[src/rtl/aisl_pkg.sv]
package aisl_pkg;

  localparam int unsigned PageBytes   = 4096;
  localparam int unsigned HeaderBytes = 32;
  localparam int unsigned HdrCntW     = $clog2(HeaderBytes + 1);
  localparam int unsigned HdrIdxW     = $clog2(HeaderBytes);
  localparam int unsigned QDepth      = 2;
  localparam int unsigned QPtrW       = $clog2(QDepth);
  localparam int unsigned QCntW       = $clog2(QDepth + 1);

  localparam logic [31:0] PageMask   = 32'(PageBytes - 1);
  localparam logic [31:0] SkipReset  = 32'(PageBytes);
  localparam logic [15:0] MagicValue = 16'h010B;

  typedef enum logic [1:0] {
    KindWrite = 2'd0,
    KindBss   = 2'd1,
    KindStart = 2'd2,
    KindBad   = 2'd3
  } kind_e;

  typedef struct packed {
    logic [7:0] data_byte;
    logic       end_of_file;
  } item_t;

  typedef struct packed {
    kind_e       kind;
    logic [31:0] address;
    logic [31:0] value;
    logic [31:0] entry_point;
    logic        last;
  } result_t;

  // at most one command per byte; more adds a trailing start after a write
  typedef struct packed {
    kind_e       kind;
    logic [31:0] address;
    logic [31:0] value;
    logic [31:0] entry;
    logic        more;
  } cmd_t;

  function automatic logic [31:0] page_round(input logic [31:0] a);
    return (a + PageMask) & ~PageMask;
  endfunction

endpackage

[src/rtl/aisl_front.sv]
module aisl_front import aisl_pkg::*; (
  input  logic  clk_i,
  input  logic  rst_ni,
  input  logic  accept_i,
  input  item_t item_i,
  output logic  cmd_valid_o,
  output cmd_t  cmd_o
);

  logic [HdrCntW-1:0] hdr_cnt_q, hdr_cnt_d;
  logic [7:0]         hdr_q [HeaderBytes];
  logic               seg_data_q, seg_data_d;
  logic [31:0]        skip_q, skip_d;
  logic [31:0]        bytes_q, bytes_d;
  logic [31:0]        wa_q, wa_d;
  logic               finished_q, finished_d;

  logic [15:0] magic;
  logic [31:0] word1, word2, word3, word5;
  logic        hdr_done, hdr_last;

  assign magic    = {hdr_q[1], hdr_q[0]};
  assign word1    = {hdr_q[7], hdr_q[6], hdr_q[5], hdr_q[4]};
  assign word2    = {hdr_q[11], hdr_q[10], hdr_q[9], hdr_q[8]};
  assign word3    = {hdr_q[15], hdr_q[14], hdr_q[13], hdr_q[12]};
  assign word5    = {hdr_q[23], hdr_q[22], hdr_q[21], hdr_q[20]};
  assign hdr_done = (hdr_cnt_q == HdrCntW'(HeaderBytes));
  assign hdr_last = (hdr_cnt_q == HdrCntW'(HeaderBytes - 1));

  always_comb begin
    logic [31:0] al;
    logic [31:0] gap;
    logic        wrote;
    logic        done;
    hdr_cnt_d   = hdr_cnt_q;
    seg_data_d  = seg_data_q;
    skip_d      = skip_q;
    bytes_d     = bytes_q;
    wa_d        = wa_q;
    finished_d  = finished_q;
    cmd_valid_o = 1'b0;
    cmd_o       = '{kind: KindBad, address: '0, value: '0, entry: '0, more: 1'b0};
    al          = page_round(wa_q);
    gap         = al - wa_q;
    wrote       = 1'b0;
    done        = 1'b0;
    if (accept_i && !finished_q) begin
      if (!hdr_done) begin
        hdr_cnt_d = hdr_cnt_q + 1'b1;
        if (skip_q != '0) begin
          skip_d = skip_q - 1'b1;
        end
        if (hdr_last) begin
          if (magic != MagicValue) begin
            cmd_valid_o = 1'b1;
            finished_d  = 1'b1;
          end else begin
            wa_d    = word5;
            bytes_d = word1;
            if (item_i.end_of_file) begin
              cmd_valid_o = 1'b1;
              cmd_o.kind  = KindStart;
              cmd_o.entry = word5;
              finished_d  = 1'b1;
            end
          end
        end else if (item_i.end_of_file) begin
          cmd_valid_o = 1'b1;
          finished_d  = 1'b1;
        end
      end else begin
        if (skip_q != '0) begin
          skip_d = skip_q - 1'b1;
        end else if (bytes_q != '0) begin
          wrote         = 1'b1;
          cmd_o.address = wa_q;
          wa_d          = wa_q + 1'b1;
          bytes_d       = bytes_q - 1'b1;
        end else if (!seg_data_q) begin
          seg_data_d = 1'b1;
          if (gap != '0) begin
            skip_d  = gap - 1'b1;
            wa_d    = al;
            bytes_d = word2;
          end else if (word2 != '0) begin
            wrote         = 1'b1;
            cmd_o.address = al;
            wa_d          = al + 1'b1;
            bytes_d       = word2 - 1'b1;
          end else begin
            done          = 1'b1;
            cmd_o.address = al;
          end
        end else begin
          done          = 1'b1;
          cmd_o.address = al;
        end
        if (done) begin
          cmd_valid_o = 1'b1;
          cmd_o.kind  = KindBss;
          cmd_o.value = word3;
          cmd_o.entry = word5;
          finished_d  = 1'b1;
          wa_d        = al;
        end else if (wrote) begin
          cmd_valid_o = 1'b1;
          cmd_o.kind  = KindWrite;
          cmd_o.value = {24'd0, item_i.data_byte};
          if (item_i.end_of_file) begin
            cmd_o.entry = word5;
            cmd_o.more  = 1'b1;
            finished_d  = 1'b1;
          end
        end else if (item_i.end_of_file) begin
          cmd_valid_o   = 1'b1;
          cmd_o.kind    = KindStart;
          cmd_o.address = '0;
          cmd_o.entry   = word5;
          finished_d    = 1'b1;
        end
      end
    end
  end

  always_ff @(posedge clk_i or negedge rst_ni) begin
    if (!rst_ni) begin
      hdr_cnt_q  <= '0;
      seg_data_q <= 1'b0;
      skip_q     <= SkipReset;
      bytes_q    <= '0;
      wa_q       <= '0;
      finished_q <= 1'b0;
    end else begin
      hdr_cnt_q  <= hdr_cnt_d;
      seg_data_q <= seg_data_d;
      skip_q     <= skip_d;
      bytes_q    <= bytes_d;
      wa_q       <= wa_d;
      finished_q <= finished_d;
    end
  end

  always_ff @(posedge clk_i) begin
    if (accept_i && !finished_q && !hdr_done) begin
      hdr_q[hdr_cnt_q[HdrIdxW-1:0]] <= item_i.data_byte;
    end
  end

endmodule

[src/rtl/aisl_fifo.sv]
module aisl_fifo import aisl_pkg::*; (
  input  logic clk_i,
  input  logic rst_ni,
  input  logic wr_en_i,
  input  cmd_t wr_data_i,
  output logic full_o,
  input  logic rd_en_i,
  output logic empty_o,
  output cmd_t rd_data_o
);

  cmd_t             mem_q [QDepth];
  logic [QPtrW-1:0] wr_ptr_q, rd_ptr_q;
  logic [QCntW-1:0] cnt_q;

  assign full_o    = (cnt_q == QCntW'(QDepth));
  assign empty_o   = (cnt_q == '0);
  assign rd_data_o = mem_q[rd_ptr_q];

  always_ff @(posedge clk_i or negedge rst_ni) begin
    if (!rst_ni) begin
      wr_ptr_q <= '0;
      rd_ptr_q <= '0;
      cnt_q    <= '0;
    end else begin
      if (wr_en_i) begin
        wr_ptr_q <= (wr_ptr_q == QPtrW'(QDepth - 1)) ? '0 : wr_ptr_q + 1'b1;
      end
      if (rd_en_i) begin
        rd_ptr_q <= (rd_ptr_q == QPtrW'(QDepth - 1)) ? '0 : rd_ptr_q + 1'b1;
      end
      if (wr_en_i && !rd_en_i) begin
        cnt_q <= cnt_q + 1'b1;
      end else if (!wr_en_i && rd_en_i) begin
        cnt_q <= cnt_q - 1'b1;
      end
    end
  end

  always_ff @(posedge clk_i) begin
    if (wr_en_i) begin
      mem_q[wr_ptr_q] <= wr_data_i;
    end
  end

endmodule

[src/rtl/aisl_back.sv]
module aisl_back import aisl_pkg::*; (
  input  logic    clk_i,
  input  logic    rst_ni,
  input  logic    q_empty_i,
  input  cmd_t    q_data_i,
  output logic    q_pop_o,
  output logic    empty_o,
  input  logic    pop_i,
  output result_t result_o
);

  cmd_t cur_q;
  logic cur_valid_q;
  logic tail_q;
  logic xfer, retire, load;

  assign xfer    = pop_i && cur_valid_q;
  assign retire  = xfer && (tail_q || !cur_q.more);
  assign load    = !cur_valid_q || retire;
  assign q_pop_o = load && !q_empty_i;
  assign empty_o = !cur_valid_q;

  always_comb begin
    if (tail_q) begin
      result_o = '{kind: KindStart, address: '0, value: '0,
                   entry_point: cur_q.entry, last: 1'b1};
    end else begin
      result_o = '{kind: cur_q.kind, address: cur_q.address, value: cur_q.value,
                   entry_point: cur_q.more ? '0 : cur_q.entry, last: !cur_q.more};
    end
  end

  always_ff @(posedge clk_i or negedge rst_ni) begin
    if (!rst_ni) begin
      cur_valid_q <= 1'b0;
      tail_q      <= 1'b0;
    end else begin
      if (load) begin
        cur_valid_q <= !q_empty_i;
        tail_q      <= 1'b0;
      end else if (xfer) begin
        tail_q <= 1'b1;
      end
    end
  end

  always_ff @(posedge clk_i) begin
    if (q_pop_o) begin
      cur_q <= q_data_i;
    end
  end

endmodule

[src/rtl/aout_image_stream_loader_core.sv]
// Streaming a.out boot image loader.
// Input queue side: one image byte per transfer on item_i (push/full), with
// end_of_file marking the last byte. Result queue side: result_o is valid
// while empty is low and is taken with pop.
// The first 32 bytes are the header; a bad magic or an early end of file
// gives one bad-image result. Text bytes from file offset 4096 and then
// page-aligned data bytes each give one write result; the next byte gives
// the clear-bss-and-start command, and an earlier end of file a plain start.
// Once finished, further bytes are taken and dropped until reset.
// Throughput: one byte per cycle while full is low. A byte's results pass
// through the command queue into the output register; a write on the
// last byte adds a start result, presented after the write is taken.
// The front tracker feeds a two-entry command queue; full rises only when
// that queue fills, so a stalled receiver holds back input after two
// pending commands plus the one on the output.
// Reset (rst_ni low, asynchronous) clears all tracking state and both queues.
module aout_image_stream_loader_core import aisl_pkg::*; (
  input  logic    clk_i,
  input  logic    rst_ni,
  input  logic    push,
  output logic    full,
  input  item_t   item_i,
  output logic    empty,
  input  logic    pop,
  output result_t result_o
);

  logic cmd_valid;
  cmd_t cmd;
  logic q_pop, q_empty;
  cmd_t q_data;

  aisl_front u_front (
    .clk_i       (clk_i),
    .rst_ni      (rst_ni),
    .accept_i    (push && !full),
    .item_i      (item_i),
    .cmd_valid_o (cmd_valid),
    .cmd_o       (cmd)
  );

  aisl_fifo u_fifo (
    .clk_i     (clk_i),
    .rst_ni    (rst_ni),
    .wr_en_i   (cmd_valid),
    .wr_data_i (cmd),
    .full_o    (full),
    .rd_en_i   (q_pop),
    .empty_o   (q_empty),
    .rd_data_o (q_data)
  );

  aisl_back u_back (
    .clk_i     (clk_i),
    .rst_ni    (rst_ni),
    .q_empty_i (q_empty),
    .q_data_i  (q_data),
    .q_pop_o   (q_pop),
    .empty_o   (empty),
    .pop_i     (pop),
    .result_o  (result_o)
  );

endmodule

[config.mk]
export PLATFORM = sky130hd
export DESIGN_NAME = aout_image_stream_loader_core
export DESIGN_NICKNAME = d
export VERILOG_FILES = /design/src/rtl/aisl_pkg.sv /design/src/rtl/aisl_front.sv /design/src/rtl/aisl_fifo.sv /design/src/rtl/aisl_back.sv /design/src/rtl/aout_image_stream_loader_core.sv
export SDC_FILE = /design/constraint.sdc
export NUM_CORES = 1
export LEC_CHECK = 0
export CAP_MARGIN = 0
export CORE_ASPECT_RATIO = 0.7
export CORE_MARGIN = 2
export CORE_UTILIZATION = 30
export CTS_BUF_LIST = sky130_fd_sc_hd__clkbuf_16
export CTS_CLUSTER_DIAMETER = 120
export CTS_CLUSTER_SIZE = 12
export DETAILED_ROUTE_END_ITERATION = 10
export DONT_BUFFER_PORTS = 1
export PLACE_DENSITY_LB_ADDON = 0.25
export SLEW_MARGIN = 20
export SYNTH_ARGS = -nofsm -noshare
export SYNTH_HDL_FRONTEND = slang
export SYNTH_SLANG_ARGS = --single-unit
[constraint.sdc]
create_clock -name clk_i -period 9.5 [get_ports clk_i]
set_input_delay 0.95 -clock clk_i [delete_from_list [all_inputs] [get_ports clk_i]]
set_output_delay 0.95 -clock clk_i [all_outputs]
set_load 0.05 [all_outputs]
After elaboration in Yosys (flattened, before gate mapping)
Memory sizes are Yosys's and may differ from the RTL's. A register that Yosys moved wholly into a read port is not among the register bits.
Cells that the tools add are included.
- bits in writable memories: 454
- register bits after elaboration: 110
- ROM bits: 0
- output and inout port bits: 101
- latch bits: 0
- memories: 2
- input port bits: 13
- bitwise operators: 3
- multiply operators: 0
- muxes and demuxes: 87
- equality and inequality tests: 13
- div/mod/pow operators: 0
- add/sub/neg operators: 13
- reductions and logical operators: 33
- order comparisons: 0
- shift operators: 0
- memory list (name ; words ; bits a word ; rd ports ; clocked after Yosys merged registers in ; write ports ; line ; text):
    u_front.hdr_q ; 32 ; 8 ; 18 ; 0 ; 1 ; aisl_front.sv:11 ; logic [7:0] hdr_q [HeaderBytes];
    u_fifo.mem_q ; 2 ; 99 ; 1 ; 1 ; 1 ; aisl_fifo.sv:12 ; cmd_t mem_q [QDepth];
- operators by type and width (kind ; count):
    $mux 32 ; 35
    $mux 99 ; 2
    $mux 64 ; 2
    $reduce_bool 32->1 ; 4
    $sub 32x1->32 const B ; 4
    $mux 33 ; 2
    $add 32x1->32 const B ; 2
    $mux 1 ; 38
    $add 32x12->32 const B ; 1
    $sub 32x32->32 ; 1
    $ne 16x9->1 const B ; 1
    $mux 2 ; 7
    $reduce_and 6->1 ; 2
    $reduce_bool 2->1 ; 5
    $logic_and 1x1->1 ; 8
    $logic_not 1->1 ; 8
    $mux 8 ; 1
    $ne 4x4->1 const B ; 2
    $add 6x1->6 const B ; 1
    $eq 6x5->1 const B ; 1
    $eq 6x6->1 const B ; 1
    $ne 3x3->1 const B ; 2
    $ne 5x5->1 const B ; 1
    $reduce_and 5->1 ; 1
    other kinds (11) ; 17

Depth between registers and ports, before layout
Gate-level depths: netlist of run 1.
- word-level depth: 17
- mapped depth: 26
- mapped depth without buffers: 23

By module
Synthesis of run 1 repeated with hierarchy kept, for this count alone.
- cells, all modules: 2336
- area, all modules: 27889.2 um^2
- modules (own cells, without submodules) (module ; area an instance (um^2) ; instances ; seq. area each (um^2) ; cells each):
    aisl_front ; 16205.5 ; 1 ; 6927.9 ; 1792
    aisl_fifo ; 7830.0 ; 1 ; 6045.8 ; 324
    aisl_back ; 3839.9 ; 1 ; 3022.9 ; 219
    aout_image_stream_loader_core ; 13.8 ; 1 ; 0.0 ; 1

Worst setup path before layout of run 1
Ideal clock, no wire load.
- path type: register to register
- start point: reg u_front.wa_q[0]
- end point: mem u_fifo.mem_q[0][0] in the netlist's numbering, enable pin
- slack: -490 ps
- cell stages (with the launch flop): 22
- arrival: 9420 ps
- cells stage by stage: dfrtp_1 -> clkbuf_1 -> inv_1 -> ha_1 -> or3b_2 -> nor3_4 -> inv_2 -> ha_1 -> xor2_1 -> a41oi_1 -> o211ai_1 -> a21oi_1 -> or3_1 -> a21oi_1 -> xnor2_1 -> and4bb_1 -> and3_1 -> buf_4 -> a21oi_4 -> a21o_1 -> nand2b_1 -> nor2b_1
- word-level cells in the longest chain between the ends: 15
- elaborated cells between the ends (all ways): 21
- those cells by class: add/sub (2); mux (18); reduce/logical (1)
- RTL lines (element ; line ; text):
    from (decl) ; aisl_front.sv:15 ; logic [31:0] wa_q, wa_d;
    from (signal assigned) ; aisl_front.sv:138 ; wa_q <= wa_d;
    $add 32x12->32 ; aisl_pkg.sv:45 ; return (a + PageMask) & ~PageMask;
    $sub 32x32->32 (*) ; aisl_front.sv:44 ; gap = al - wa_q;
    $reduce_bool 32->1 (*) ; aisl_front.sv:81 ; if (gap != '0) begin
    $mux 1 ; aisl_front.sv:81 ;
    $mux 1 ; aisl_front.sv:79 ; end else if (!seg_data_q) begin
    $mux 1 ; aisl_front.sv:74 ; end else if (bytes_q != '0) begin
    $mux 1 ; aisl_front.sv:72 ; if (skip_q != '0) begin
    $mux 1 ; aisl_front.sv:48 ; if (!hdr_done) begin
    $mux 1 ; aisl_front.sv:47 ; if (accept_i && !finished_q) begin
    $mux 1 ; aisl_front.sv:105 ; end else if (wrote) begin
    $mux 1 (*) ; aisl_front.sv:98 ; if (done) begin
    $mux 1 (*) ; aisl_front.sv:48 ;
    $mux 1 (*) ; aisl_front.sv:47 ;
    named net cmd_valid ; aout_image_stream_loader_core.sv:28 ; logic cmd_valid;
    $mux 1 (*) ; aisl_fifo.sv:41 ; if (wr_en_i) begin
    $mux 1 (not written as such) (*) ; aisl_fifo.sv:42 ; mem_q[wr_ptr_q] <= wr_data_i;
    to (decl) ; aisl_fifo.sv:12 ;
The timed path passes the listed nets; every way through them passes the cells marked *. The select of a mux whose other input is x is not followed.

==> flow_summary_export.csv, run 1 <==
group,metric,value,unit
outcome,status,"complete, no violations",
detailed_routing,drc,0,
power_and_ir_drop,p_comb_frac,0.261,
timing,timing.final.crit_period,7.71,ns
synthesis,synthFlopType,"edfxtp_1",
clocking,clockBufferDepth,3,
detailed_routing,num_vias,18300,
critical_path,critPathLaunchType,"register",
global_routing,grt_use_total,0.166,
finish,fill_cells,8657,
timing,fmax,0.130,GHz
run,max_cap_violations,0,
timing,clock_skew,0.0540,ns
global_routing,grt_max_degree,87,
floorplan,num_rows,91,
finish,final_common_cell,"edfxtp_1",
clocking,ctsRootBufferMaster,"clkbuf_16",
synthesis,synth_nets,2320,
detailed_routing,via_per_inst,5.29,
critical_path,end_kind,"register",
clocking,ctsResizeCount,0,
synthesis,synth-edff-count,441,
synthesis,syn_inst,2277,
finish,fin_nets,2288,
critical_path,worstPathMaxFanout,21,
critical_path,startpoint,"u_front.wa_q[0]",
hold_path,hp-class,"in -> async",
global_routing,grt_pass1_wl,114000,microns
floorplan,die_area,91700,sq um
synthesis,ys_ff_latch,551,
timing,fin_crit_sh,0.811,
power_and_ir_drop,power_density,230,nW/um^2
timing,tightest_slew,1.08,ns
timing,fin_hold_ws,0.142,ns
placed_design,place_inst,3348,
synthesis,async_flop_share,0.200,
timing,hold_viol,0,
critical_path,crit_chain,"inv_1 -> ha_1 -> or3b_2 -> nor3_4 -> inv_2 -> ha_1 -> xor2_1 -> a41oi_1 -> o211ai_1 -> a21oi_1 -> xnor2_1 -> nand3_1 -> nor3_1 -> and4_1 -> and2_1 -> and2_1 -> a21oi_1 -> nor2_1 -> o221ai_1",
clocking,cts_buffers,51,
critical_path,cp_top_family,"simple AND/OR/NAND/NOR gates",
power_and_ir_drop,swShare,0.365,
placed_design,dp_hpwl,52300,microns
power_and_ir_drop,p_int,4.34,mW
floorplan,io_pins,114,
critical_path,max_stage_delay,0.75,ns
clocking,clk_pin_slew,0.07,ns
floorplan,initial_core_util,0.303,
detailed_routing,wire_per_inst,22.5,microns
clocking,htree_num_levels,2,
timing,drv_slew,0,
floorplan,die_x,361,microns
floorplan,die_h,254,microns
critical_path,rr_startpoint,"u_front.wa_q[0]",
synthesis,yosysSeqAreaShare,0.597,
timing,setup-violations-final,0,
power_and_ir_drop,clock_power_share,0.278,
clocking,clk_latency,0.66,ns
finish,layout_common_cells,"edfxtp_1, nor2_1, nand2_1",
global_routing,globalRouteOverflowTotal,0,
synthesis,synth_area_per_cell,11.8,sq um
global_routing,antenna_found_initial,6,
critical_path,slowest_stage,"and2_1",
placed_design,port_buffers,0,
finish,layout-drive-gt1-share,0.111,
power_and_ir_drop,p_leak,10.7,nW
synthesis,yosys_warnings,0,
synthesis,synth_area,26800,sq um
global_routing,grt_pass1_vias,17100,
finish,multiInputGateArea,10100,sq um
timing,setup_tns,0,ns
detailed_routing,ant_nets,0,
power_and_ir_drop,power_frac_seq,0.461,
clocking,cts_tree,"done",
critical_path,critPathKind,"reg -> reg",
critical_path,r2r_setup_slack,1.79,ns
clocking,post_cts_buffers,0,
clocking,cts.sinks,551,
synthesis,ys_types,88,
power_and_ir_drop,vdd_drop_max,0.000148,V
power_and_ir_drop,net-switching-power,2.50,mW
floorplan,core-area,88200,sq um
detailed_routing,drt-total-wl,77500,microns
critical_path,worstPathArrival,8.02,ns
timing,relSlewSlack,0.275,
finish,regArea,16000,sq um
critical_path,required,9.81,ns
finish,final_cell_count_no_fill,3451,
detailed_routing,drt_iter0_drc,2153,
detailed_routing,firstDrtPassIters,6,
placed_design,gp_congestion,0.902,
critical_path,path_buf_inv,2,
finish,syn_to_final_growth,10.8,%
timing,rsz0062_at_grt,"false",
-- per-stage QoR --
stage | util | power (mW) | setup slack (ns) | area [sq um]
5_1_grt | 0.336 | 7.14 | 1.27 | 29700
3_5_place_dp | 0.318 | 4.98 | 1.92 | 28100
3_3_place_gp | 0.318 | 4.96 | 2.14 | 28000
4_1_cts | 0.336 | 6.91 | 1.85 | 29700
2_1_floorplan | - | 4.66 | 1.40 | 26800
6_report | 0.336 | 6.84 | 1.79 | 29700
-- metal layers --
metal	vias to the layer above	routed length [microns]	global-route usage	part of all wire
li1	8381	-	-	-
met1	9083	39200	0.262	0.51
met2	693	30300	0.220	0.39
met3	93	6230	0.0416	0.080
met4	0	1790	0.0402	0.023
met5	-	0	0	0
-- final timing paths --
path                                        endpoint  cells after the start
min in group clk_i              u_front.hdr_q[11][5]                      0
max in group asynchronous         u_back.cur_valid_q                      1
worst max register to register   u_fifo.mem_q[1][97]                     19
worst max-delay path             u_fifo.mem_q[1][97]                     19
worst min-delay path              u_front.skip_q[12]                      0
worst min register to register    u_front.skip_q[13]                      1
-- registers in the layout, indices dropped and copies added (netlist names), 2 cells and up --
signal and count:
u_back.cur_q 99, u_fifo.cnt_q 2, u_fifo.mem_q 198, u_front.bytes_q 32, u_front.hdr_cnt_q 6, u_front.hdr_q 144
u_front.skip_q 32, u_front.wa_q 32
-- worst reg2reg max path, stage by stage, from the launching register on --
cell	delay (ns)
dfrtp_1	0.52
inv_1	0.20
ha_1	0.27
or3b_2	0.54
nor3_4	0.45
inv_2	0.17
ha_1	0.39
xor2_1	0.37
a41oi_1	0.26
o211ai_1	0.41
a21oi_1	0.18
xnor2_1	0.32
nand3_1	0.18
nor3_1	0.30
and4_1	0.42
and2_1	0.75
and2_1	0.54
a21oi_1	0.16
nor2_1	0.70
o221ai_1	0.23
-- final cells by class --
cell class,instances,share of cell area
repair buffers,41,0.0130
clock buffers,51,0.0430
multi-input cells,1543,0.340
well taps,1162,0.0490
flip-flops and latches,551,0.539
inverters,57,0.00729
clock inverters,45,0.00835
diodes,1,0.0000843
-- power groups by stage --
stage / Combinational [mW] / Clock (mW) / Sequential (mW)
after global routing: 1.89 / 2.06 / 3.19
after CTS: 1.80 / 1.96 / 3.15
after floorplan: 1.55 / 0 / 3.11
after global placement: 1.77 / 0 / 3.19
after detailed placement: 1.78 / 0 / 3.20
final: 1.79 / 1.90 / 3.15
-- synthesized netlist by cell type (53+ instances only) --
library cell | count | area, sq um
mux2_2 | 105 | 1180
and3_1 | 53 | 332
clkbuf_1 | 99 | 372
nand2_1 | 138 | 518
and2_1 | 84 | 526
dfrtp_1 | 109 | 2730
a21oi_1 | 136 | 681
nor2_1 | 176 | 661
nor3_1 | 77 | 385
xnor2_1 | 87 | 762
inv_1 | 55 | 206
edfxtp_1 | 441 | 13200
o21ai_0 | 103 | 515
nor2b_1 | 74 | 463
-- cell families (layout without fill, tap and decap cells) --
family | after synthesis | in the layout | synth area share
compound gates | 443 | 443 | 0.106
xor+xnor | 136 | 136 | 0.0448
fa+ha+maj | 30 | 30 | 0.0140
buf+inv | 183 | 194 | 0.0285
flops | 551 | 551 | 0.597
mux | 116 | 116 | 0.0483
other cells | 0 | 1 | 0
simple gates | 818 | 818 | 0.161
-- what timing repair did --
action                                  in CTS  in global routing
hold buffers                                 6                  0
endpoints found under the setup margin       0                  0
endpoints found under the hold margin       86                  0
(Power assumes the default switching activity.)
==> run 2: changes to the inputs <==
clock period = 7.6 ns   (was 9.5 ns; I/O delays follow)
==> run 2 against run 1 <==
Effect of this change:
- sequential power is 25% higher
- flip-flop and latch count stayed put
- cell count is 0.35% higher
- sequential share of layout area is 0.10 points lower
- critical endpoint is now u_fifo.mem_q[0][57]
- combinational power is 25% higher
- non-clock buffer count is 13 higher
- first-iteration DRC count is 6.6% higher
- worst hold slack worse by 0.063 ns
- maximum frequency is 12% higher
==> flow_summary_export.csv, run 2 (same netlist as run 1, synthesis figures left out) <==
group,metric,value,unit
detailed_routing,firstDrtPassIters,6,
clocking,cts.sinks,551,
floorplan,die_x,361,microns
global_routing,antenna_found_initial,7,
finish,final_common_cell,"edfxtp_1",
power_and_ir_drop,power_density,287,nW/um^2
hold_path,hp-class,"in -> async",
timing,fin_crit_sh,0.903,
floorplan,die_area,91700,sq um
detailed_routing,drt_iter0_drc,2296,
timing,relSlewSlack,0.279,
finish,regArea,16000,sq um
finish,fill_cells,8754,
power_and_ir_drop,vdd_drop_max,0.000221,V
placed_design,dp_hpwl,52900,microns
placed_design,port_buffers,0,
critical_path,worstReg2RegEnd,"u_fifo.mem_q[0][57]",
finish,diodes,0,
critical_path,worstPathArrival,7.10,ns
finish,syn_to_final_growth,11.1,%
floorplan,num_rows,91,
floorplan,initial_core_util,0.303,
detailed_routing,via_per_inst,5.29,
global_routing,grt_pass1_vias,17500,
finish,layout_common_cells,"edfxtp_1, nor2_1, nand2_1",
finish,final_cell_count_no_fill,3463,
timing,rsz0062_at_grt,"false",
detailed_routing,wire_per_inst,22.4,microns
critical_path,rr_startpoint,"u_front.wa_q[0]",
timing,setup_tns,0,ns
global_routing,globalRouteOverflowTotal,0,
clocking,htree_num_levels,2,
timing,setup-violations-final,0,
finish,largest_register_ffs,198,
clocking,ctsRootBufferMaster,"clkbuf_16",
critical_path,critPathKind,"reg -> reg",
clocking,cts_buffers,51,
floorplan,io_pins,114,
clocking,ctsResizeCount,0,
critical_path,r2r_setup_slack,0.74,ns
outcome,status,"complete, no violations",
global_routing,grt_pass1_wl,115000,microns
clocking,cts_tree,"done",
timing,fin_ws,0.736,ns
finish,layout-drive-gt1-share,0.118,
timing,timing.final.crit_period,6.86,ns
detailed_routing,ant_nets,0,
critical_path,worstPathMaxFanout,33,
detailed_routing,drt-total-wl,77600,microns
finish,regMostFlops,"u_fifo.mem_q",
floorplan,core-area,88200,sq um
global_routing,grt_use_total,0.166,
detailed_routing,num_vias,18300,
placed_design,gp_congestion,0.924,
run,max_cap_violations,0,
clocking,clk_pin_slew,0.07,ns
clocking,clockBufferDepth,3,
critical_path,critPathCapture,"u_fifo.mem_q[0][57]",
critical_path,required,7.84,ns
power_and_ir_drop,p_leak,10.8,nW
floorplan,die_h,254,microns
clocking,clk_latency,0.63,ns
detailed_routing,drc,0,
timing,hold_viol,0,
global_routing,grt_max_degree,110,
timing,fmax,0.146,GHz
placed_design,place_inst,3365,
critical_path,end_kind,"register",
finish,multiInputGateArea,10100,sq um
critical_path,startpoint,"u_front.wa_q[0]",
timing,clock_skew,0.0311,ns
timing,tightest_slew,1.08,ns
finish,fin_nets,2301,
critical_path,ff2ff_path_depth,21,
timing,drv_slew,0,
critical_path,critPathLaunchType,"register",
finish,final_util,0.337,
placed_design,place_ws,0.860,ns
-- run 2: critical path: stages, from the launching register on --
cell and delay, ns:
dfrtp_1 0.53, inv_1 0.19, ha_1 0.29, or3b_2 0.54, nor3_4 0.19, buf_4 0.20
inv_2 0.10, ha_1 0.37, xor2_1 0.37, a41oi_1 0.26, o211ai_1 0.39, a21oi_1 0.15
or3_1 0.40, a21oi_1 0.32, xnor2_1 0.20, and4bb_1 0.40, and3_1 0.32, a21oi_4 0.16
a21o_1 0.26, nand2b_1 0.19, nor2b_4 0.21, buf_4 0.44
-- run 2: routing by layer --
| layer | wire length [microns] | global-route usage | vias to the layer above | share of wire |
|---|---|---|---|---|
| met5 | 20 | 0 | - | 0.00026 |
| met4 | 1000 | 0.0281 | 2 | 0.013 |
| met3 | 6110 | 0.0387 | 69 | 0.079 |
| met2 | 30900 | 0.225 | 632 | 0.40 |
| met1 | 39600 | 0.265 | 9230 | 0.51 |
| li1 | - | - | 8391 | - |
-- run 2: worst min path at each step --
stage / start / to / slack, ns / cells after the start
6_report: rst_ni / u_front.wa_q[21] / 0.08 / 1
3_5_place_dp: rst_ni / u_front.skip_q[26] / 0.49 / 0
3_3_place_gp: rst_ni / u_front.skip_q[20] / 0.49 / 0
2_1_floorplan: u_front.finished_q / u_front.finished_q / 0.45 / 1
5_1_grt: rst_ni / u_front.wa_q[21] / 0.1 / 1
4_1_cts: rst_ni / u_front.wa_q[21] / 0.12 / 1
-- run 2: final cells by class --
cell class / instances / share of cell area
Sequential cell: 551 / 0.538
Multi-Input combinational cell: 1543 / 0.339
Tap cell: 1162 / 0.0489
Clock buffer: 52 / 0.0438
Timing Repair Buffer: 54 / 0.0157
Inverter: 57 / 0.00728
Clock inverter: 44 / 0.00698
-- run 2: what timing repair did --
action,in CTS,in global routing
hold buffers,2,0
hold endpoints to repair,109,0
buffers inserted,0,0
-- run 2: report_power, final --
| group | total, mW | internal [mW] | switching, mW |
|---|---|---|---|
| combinational | 2.24 | 0.491 | 1.75 |
| clock | 2.38 | 1.24 | 1.14 |
| sequential | 3.93 | 3.71 | 0.218 |
| total | 8.55 | 5.44 | 3.11 |
-- run 2: stage by stage --
stage,cell area [sq um],hold slack (ns),total power [mW]
6_report,29700,0.0794,8.55
5_1_grt,29700,0.0965,8.92
4_1_cts,29700,0.121,8.64
3_5_place_dp,28200,0.487,6.23
3_3_place_gp,28200,0.485,6.20
2_1_floorplan,26800,0.455,5.83
